`src/sv/bbrt_pkg.sv`:
```
// Shared constants, codes and types of the bad block remap table.
package bbrt_pkg;

    // PAGES_PER_BLOCK must be a power of two; block rounding is a mask.
    localparam int MAX_ENTRIES     = 256;
    localparam int PAGES_PER_BLOCK = 64;

    localparam int ADDR_W     = $clog2(MAX_ENTRIES);
    localparam int CNT_W      = $clog2(MAX_ENTRIES + 1);
    localparam int SECTOR_W   = 32;
    localparam int CMD_W      = 3;
    localparam int STATUS_W   = 3;
    localparam int COUNT_W    = 9;
    localparam int CFG_IDX_W  = 2;
    localparam int OUT_BITS   = 1 + SECTOR_W + COUNT_W;
    localparam int OUT_DATA_W = ((OUT_BITS + 7) / 8) * 8;
    localparam int OUT_MAP_LSB   = 1;
    localparam int OUT_COUNT_LSB = 1 + SECTOR_W;

    typedef logic [CMD_W-1:0]    cmd_t;
    typedef logic [STATUS_W-1:0] status_t;
    typedef logic [2:0]          idx_op_t;

    localparam cmd_t CMD_MARK      = 3'd0;
    localparam cmd_t CMD_REGISTER  = 3'd1;
    localparam cmd_t CMD_QUERY     = 3'd2;
    localparam cmd_t CMD_TRANSLATE = 3'd3;
    localparam cmd_t CMD_CLEAR     = 3'd4;

    localparam status_t ST_INSERTED  = 3'd0;
    localparam status_t ST_DUPLICATE = 3'd1;
    localparam status_t ST_FULL      = 3'd2;
    localparam status_t ST_REFUSED   = 3'd3;
    localparam status_t ST_ANSWERED  = 3'd4;
    localparam status_t ST_CLEARED   = 3'd5;

    localparam logic [CFG_IDX_W-1:0] CFG_BLOCK_MODE    = 2'd0;
    localparam logic [CFG_IDX_W-1:0] CFG_SCAN_DONE     = 2'd1;
    localparam logic [CFG_IDX_W-1:0] CFG_RUNTIME_REGEN = 2'd2;

    localparam idx_op_t IDX_HOLD = 3'd0;
    localparam idx_op_t IDX_ZERO = 3'd1;
    localparam idx_op_t IDX_INC  = 3'd2;
    localparam idx_op_t IDX_DEC  = 3'd3;
    localparam idx_op_t IDX_LAST = 3'd4;

    localparam logic [SECTOR_W-1:0] BLOCK_MASK = ~(SECTOR_W'(PAGES_PER_BLOCK - 1));
    localparam logic [SECTOR_W-1:0] STEP_BLOCK = SECTOR_W'(PAGES_PER_BLOCK);
    localparam logic [SECTOR_W-1:0] STEP_PAGE  = SECTOR_W'(1);
    localparam logic [CNT_W-1:0]    FULL_COUNT = CNT_W'(MAX_ENTRIES);

    typedef struct packed {
        logic    start;
        logic    clear_tbl;
        logic    set_status;
        status_t status_code;
        logic    latch_pos;
        idx_op_t idx_op;
        logic    wr_shift;
        logic    wr_insert;
        logic    set_bad;
        logic    set_mapped;
        logic    acc_add;
        logic    load_out;
    } dp_cmd_t;

    typedef struct packed {
        logic full;
        logic reg_allowed;
        logic scan_end;
        logic scan_stop;
        logic scan_hit;
        logic at_pos;
        logic walk_stop;
        logic out_free;
    } dp_stat_t;

endpackage

```
`src/sv/bbrt_ctrl.sv`:
```
// Controller state machine that sequences scans, shifts, inserts and walks.
module bbrt_ctrl (
    input  logic              clk,
    input  logic              rst_n,
    input  logic              in_valid,
    input  bbrt_pkg::cmd_t    in_cmd,
    output logic              in_ready,
    input  bbrt_pkg::dp_stat_t st,
    output bbrt_pkg::dp_cmd_t  cmd
);
    import bbrt_pkg::*;

    localparam logic [2:0] S_IDLE   = 3'd0;
    localparam logic [2:0] S_SCAN   = 3'd1;
    localparam logic [2:0] S_SHIFT  = 3'd2;
    localparam logic [2:0] S_INSERT = 3'd3;
    localparam logic [2:0] S_WALK   = 3'd4;
    localparam logic [2:0] S_FINISH = 3'd5;

    logic [2:0] state_reg;
    logic [2:0] state_next;
    logic       is_query_reg;
    logic       is_query_next;

    assign in_ready = (state_reg == S_IDLE);

    always_ff @(posedge clk or negedge rst_n)
    begin
        if (!rst_n)
        begin
            state_reg    <= S_IDLE;
            is_query_reg <= 1'b0;
        end
        else
        begin
            state_reg    <= state_next;
            is_query_reg <= is_query_next;
        end
    end

    always_comb
    begin
        state_next      = state_reg;
        is_query_next   = is_query_reg;
        cmd             = '0;
        cmd.idx_op      = IDX_HOLD;
        cmd.status_code = ST_REFUSED;
        unique case (state_reg)
            S_IDLE:
            begin
                if (in_valid)
                begin
                    cmd.start     = 1'b1;
                    cmd.idx_op    = IDX_ZERO;
                    is_query_next = (in_cmd == CMD_QUERY);
                    unique case (in_cmd) inside
                        CMD_MARK, CMD_REGISTER:
                        begin
                            if ((in_cmd == CMD_REGISTER) && !st.reg_allowed)
                            begin
                                cmd.set_status  = 1'b1;
                                cmd.status_code = ST_REFUSED;
                                state_next      = S_FINISH;
                            end
                            else if (st.full)
                            begin
                                cmd.set_status  = 1'b1;
                                cmd.status_code = ST_FULL;
                                state_next      = S_FINISH;
                            end
                            else
                            begin
                                state_next = S_SCAN;
                            end
                        end
                        CMD_QUERY:
                        begin
                            state_next = S_SCAN;
                        end
                        CMD_TRANSLATE:
                        begin
                            state_next = S_WALK;
                        end
                        CMD_CLEAR:
                        begin
                            cmd.clear_tbl   = 1'b1;
                            cmd.set_status  = 1'b1;
                            cmd.status_code = ST_CLEARED;
                            state_next      = S_FINISH;
                        end
                        default:
                        begin
                            cmd.set_status  = 1'b1;
                            cmd.status_code = ST_REFUSED;
                            state_next      = S_FINISH;
                        end
                    endcase
                end
            end
            S_SCAN:
            begin
                if (st.scan_stop)
                begin
                    if (is_query_reg)
                    begin
                        cmd.set_bad     = 1'b1;
                        cmd.set_status  = 1'b1;
                        cmd.status_code = ST_ANSWERED;
                        state_next      = S_FINISH;
                    end
                    else if (st.scan_hit)
                    begin
                        cmd.set_status  = 1'b1;
                        cmd.status_code = ST_DUPLICATE;
                        state_next      = S_FINISH;
                    end
                    else
                    begin
                        cmd.latch_pos = 1'b1;
                        if (st.scan_end)
                        begin
                            state_next = S_INSERT;
                        end
                        else
                        begin
                            cmd.idx_op = IDX_LAST;
                            state_next = S_SHIFT;
                        end
                    end
                end
                else
                begin
                    cmd.idx_op = IDX_INC;
                end
            end
            S_SHIFT:
            begin
                cmd.wr_shift = 1'b1;
                if (st.at_pos)
                begin
                    state_next = S_INSERT;
                end
                else
                begin
                    cmd.idx_op = IDX_DEC;
                end
            end
            S_INSERT:
            begin
                cmd.wr_insert   = 1'b1;
                cmd.set_status  = 1'b1;
                cmd.status_code = ST_INSERTED;
                state_next      = S_FINISH;
            end
            S_WALK:
            begin
                if (st.walk_stop)
                begin
                    cmd.set_mapped  = 1'b1;
                    cmd.set_status  = 1'b1;
                    cmd.status_code = ST_ANSWERED;
                    state_next      = S_FINISH;
                end
                else
                begin
                    cmd.acc_add = 1'b1;
                    cmd.idx_op  = IDX_INC;
                end
            end
            S_FINISH:
            begin
                if (st.out_free)
                begin
                    cmd.load_out = 1'b1;
                    state_next   = S_IDLE;
                end
            end
            default:
            begin
                state_next = S_IDLE;
            end
        endcase
    end

endmodule

```
`config.mk`:
```
export PLATFORM = sky130hd
export DESIGN_NAME = bbrt_ctrl
export DESIGN_NICKNAME = d
export VERILOG_FILES = /design/src/sv/bbrt_pkg.sv /design/src/sv/bbrt_ctrl.sv
export SDC_FILE = /design/constraint.sdc
export NUM_CORES = 1
export LEC_CHECK = 0
export BUFFER_PORTS_ARGS = -buffer_cell sky130_fd_sc_hd__buf_2
export CORE_AREA = 2 2 39 41
export CTS_CLUSTER_SIZE = 16
export DETAILED_ROUTE_END_ITERATION = 8
export DIE_AREA = 0 0 41 43
export PLACE_DENSITY = 0.82
export REMOVE_ABC_BUFFERS = 1
export SYNTH_ARGS = -nofsm -noshare
export SYNTH_HDL_FRONTEND = slang
export SYNTH_SLANG_ARGS = --single-unit
```
`constraint.sdc`:
```
create_clock -name clk -period 3.18 [get_ports clk]
set_clock_uncertainty 0.1 [all_clocks]
set_input_delay 0.159 -clock clk [delete_from_list [all_inputs] [get_ports clk]]
set_output_delay 0.159 -clock clk [all_outputs]
set_load 0.005 [all_outputs]
```
* Word level (Yosys, flattened, before mapping)
Index checks and enable logic that the tools add are counted.
** Storage, ports and cells
- Register bits after elaboration :: 4
- Output and inout bits :: 17
** Operators by class
- Eq/ne operators :: 14
- Multiplexer cells :: 42
- Reductions and logical operators :: 8
** Operators with widths (number)
- $mux 3 :: 11
- $mux 4 :: 7
- $pmux 3 s6 :: 1
- $pmux 4 s4 :: 1
- $mux 1 :: 13
- $eq 3x2->1 const B :: 4
- $pmux 3 s4 :: 1
- $pmux 4 s3 :: 1
- $ne 2x2->1 const B :: 5
- $eq 3x3->1 const B :: 3
- $pmux 3 s3 :: 1
- $mux 2 :: 4
- $eq 3x1->1 const B :: 2
- $logic_not 3->1 :: 2
- $mux 6 :: 1
- $mux 5 :: 1
- $reduce_and 5->1 :: 1
- $reduce_or 2->1 :: 2
- $reduce_and 2->1 :: 1
- $logic_and 1x1->1 :: 1
- $logic_not 1->1 :: 1

* Logic depth before layout (Yosys ltp)
- Depth after elaboration :: 6
- Mapped depth :: 6

* Worst setup path before layout
No wires, ideal clock.
- Kind :: register to register
- From :: register state_reg[1]
- To :: register state_reg[2]
- Data arrival time :: 1338 ps
- Slack :: 1620 ps
- Cell stages (with the launch flop) :: 7
- Path buffers :: 2
- Clock period less this slack :: 1560 ps
- Cells stage by stage :: dfrtp_1 buf_6 or2_1 buf_4 nor3_1 a211oi_2 a32o_1
** Between the ends
- Longest elaborated chain between the ends :: 3
** RTL lines
- from (decl) :: RTL line bbrt_ctrl.sv:20 : logic [2:0] state_reg;
- from (signal assigned) :: RTL line bbrt_ctrl.sv:36 : state_reg <= state_next;
- $eq 3x1->1 (tied with other cells) :: RTL line bbrt_ctrl.sv:48 : unique case (state_reg)
- $ne 2x2->1 (no source line)
- $reduce_and 5->1 (no source line)
Parallel ways exist; a longest one is shown, timed or not.
A chain may end at the register's enable or synchronous reset.

==> impl_summary.log <==
[metrics] outcome: completed
[metrics] total of buffers placed on input and output ports: 30
[metrics] Worst-Margin Slew: between 0.5 and 0.6 ns
[metrics] startpoint-to-endpoint class of the critical path: reg2out
[metrics] leading register cell type out of synthesis: dfrtp_1
[metrics] number of rows created at floorplan: 14
[metrics] Die Span X: 41 microns
[metrics] starting utilization of the core area: 39.7%
[metrics] largest fanout of any net on the critical path: 17
[metrics] library cell contributing the largest single delay on the critical path: dfrtp_1
[metrics] via count of the first global-routing pass: 577
[metrics] number of failing hold endpoints at the final stage: 0
[metrics] root cell of the clock tree: clkbuf_4
[metrics] Area Growth Syn to Fin: 28.7%
[metrics] antenna diode count: 0
[metrics] pre-CTS setup slack: roughly 1.4 ns
[metrics] number of max-cap violations: 0
[metrics] total clock sinks: 4
[metrics] Synth async-reset ratio: 100%
[metrics] first-pass GRT wire length: 2320 microns
[metrics] total overflow reported by the global router: 0
[metrics] number of top-level pins: 31
[metrics] sum of routed wire length over all layers: 1480 microns
[metrics] register bit total from synthesis: 4
[metrics] most frequent cells in the layout: 30 x buf_2, 9 x nor2_1, 6 x nand2_1
[metrics] total routing usage reported by global routing: 18.7%
[metrics] sequential cell area fraction in the yosys report: a little under a fifth
[metrics] routing usage on met1: 25.0%
[metrics] DRC errors left: 0
[metrics] PD cells: 784 nW/um^2
[metrics] Worst VDD drop: about 390 uV
[metrics] number of buffers created by CTS: 3
[metrics] clock network latency to the later pin of the worst-skew pair: 0.23 ns
[metrics] final setup slack of the worst path: approximately 1.1 ns
[metrics] number of instances resized during post-cts repair: 0
[metrics] Slowest Stage Delay on Critical Path: 0.70 ns
[metrics] leading post-synthesis cells by cell area: dfrtp_1 18%, nor4b_4 8.7%, nor2_1 6.2%
[metrics] EDFF count, synth: 0
[metrics] final period demand of the worst path: 2.08 ns
[metrics] maximum number of pins on one net before global-route repair: 18
[metrics] area of the core: about 1400 sq um
[metrics] half-perimeter wire length of the detailed placement result: 1160 microns
[metrics] path category of the worst min-delay check: in2async
[metrics] DIE HEIGHT: 43 microns
[metrics] count of yosys warnings during synthesis: 0
[metrics] die area: 1760 sq um
[metrics] fraction of post-synthesis cell area in the top cell type by area: 18.2%
[metrics] largest delay contributor family on the critical path: flip-flops
[metrics] Post-Synthesis Cells: 68
[metrics] antenna violations before repair: 0
[metrics] CP Data Arrival Time: 1.83 ns
[metrics] layout net count: 113
[metrics] CP cell instances: nor2b_1, and2_1, a211o_1, a21o_1, buf_2
[metrics] worst max-slew margin expressed relative to the limit: about three fifths
[metrics] routed wirelength normalized by instance count: 13.1 microns
[metrics] number of vias per cell: approximately 5.5
[metrics] global placement routability congestion: 0.872
[metrics] commonest non-fill, non-tap cell in the layout: buf_2
[metrics] pins over their slew limit: 0
[metrics] gr busiest metal: met2
[metrics] global-route met2 utilization: between 20 and 30%
[metrics] H-tree level count: 1
[metrics] fin crit share: 65.6%
[metrics] share of final-layout standard cells stronger than drive strength 1: 40.2%
[metrics] Clock transition at path regs: 0.04 ns
[metrics] dominant cell type by area after synthesis: dfrtp_1
[metrics] crit path buf inv count: 1
[metrics] static leakage: 0.383 nW
[metrics] violation count after the first detailed-route iteration: 13
[metrics] via count of the routed design: 616
[metrics] met3 global-route usage: 3.14%
[metrics] Max Root-Sink Buffers: 2
[metrics] setup TNS: 0 ns
[metrics] required arrival time at the worst endpoint: 2.92 ns
[metrics] Largest register FFs: 3
[metrics] CTS tree: done
[metrics] Finish-stage setup viols: 0
[metrics] Setup crit end kind: output pin
[metrics] antenna-violating nets left: 0
[metrics] number of iterations in the first detailed-routing pass: 4
[metrics] number of distinct library cells after synthesis: 36
[metrics] startpoint kind of the worst setup timing path: register
[metrics] maximum clock frequency: 480 MHz
[metrics] unrepaired setup endpoints after global routing: false
[metrics] average cell area after synthesis: roughly 8.1 sq um
[metrics] Post-Syn Area: approximately 550 sq um
==> metrics by stage <==
step                hold WS [ns]  area (sq um)  total power (W)  utilization [%]  std cells
floorplan                 -0.237           504         0.000364                -         63
global placement          -0.136           674         0.000475             48.7        109
detailed placement        -0.132           674         0.000487             48.7        109
CTS                        0.154           707         0.000555             51.1        113
global route               0.176           707         0.000605             51.1        113
finish                     0.160           707         0.000554             51.1        113
==> power breakdown <==
part           internal (W)  total [W]  switching, W
registers         0.0000742   0.000150     0.0000758
logic              0.000180   0.000342      0.000162
clock network     0.0000421  0.0000616     0.0000195
==> cell usage after synthesis (2+ instances only) <==
cell type  count
dfrtp_1        4
buf_6          3
nor3_1         2
inv_1          3
o311ai_0       2
nand2b_1       3
nor2_1         9
nor3b_1        2
and2_1         2
a21oi_1        2
nor2b_1        2
a21o_1         2
nand2_1        6
nor4b_4        2
or2_1          3
==> worst paths after layout <==
check	slack, ns	cells past startpoint	endpoint	start
worst max-delay path	1.10	5	cmd[13]	state_reg[2]
worst min-delay path	0.16	2	state_reg[1]	rst_n
worst max register to register	1.39	4	state_reg[2]	state_reg[2]
worst min register to register	0.46	1	is_query_reg	is_query_reg
max in group asynchronous	2.70	2	state_reg[0]	rst_n
min in group clk	0.17	4	state_reg[0]	st[0]
==> cell families after synthesis <==
family	after synthesis	synth area share, %
AOI/OAI and AO/OA	15	21.4
buffers and inverters	8	10.2
DFF	4	18.2
muxes	2	3.87
and+or+nand+nor	39	46.2
==> layer usage <==
metal,up-vias,part of all wire [%]
li1,305,-
met1,289,45
met2,20,49
met3,2,5.1
met4,0,0.54
met5,-,0
==> final cells by class <==
| cell class | count | area (sq um) |
|---|---|---|
| Clock buffer | 3 | 22.5 |
| Sequential cell | 4 | 100 |
| Inverter | 3 | 11.3 |
| Tap cell | 16 | 20.0 |
| Fill cell | 147 | 677 |
| Timing Repair Buffer | 31 | 160 |
| Multi-Input combinational cell | 56 | 393 |
==> worst reg2reg max path, cell delays in order (launching register included) <==
cell and delay [ns]:
dfrtp_1 0.58, nor4b_4 0.24, or3_4 0.41, a211oi_2 0.24
a32o_1 0.15
==> timing repair <==
item                       in CTS  in global routing
hold endpoints to repair        4                  0
hold buffers                    1                  0
setup buffers                   0                  0
setup endpoints to repair       0                  0
Note: power is estimated with default switching activity, not from simulation.
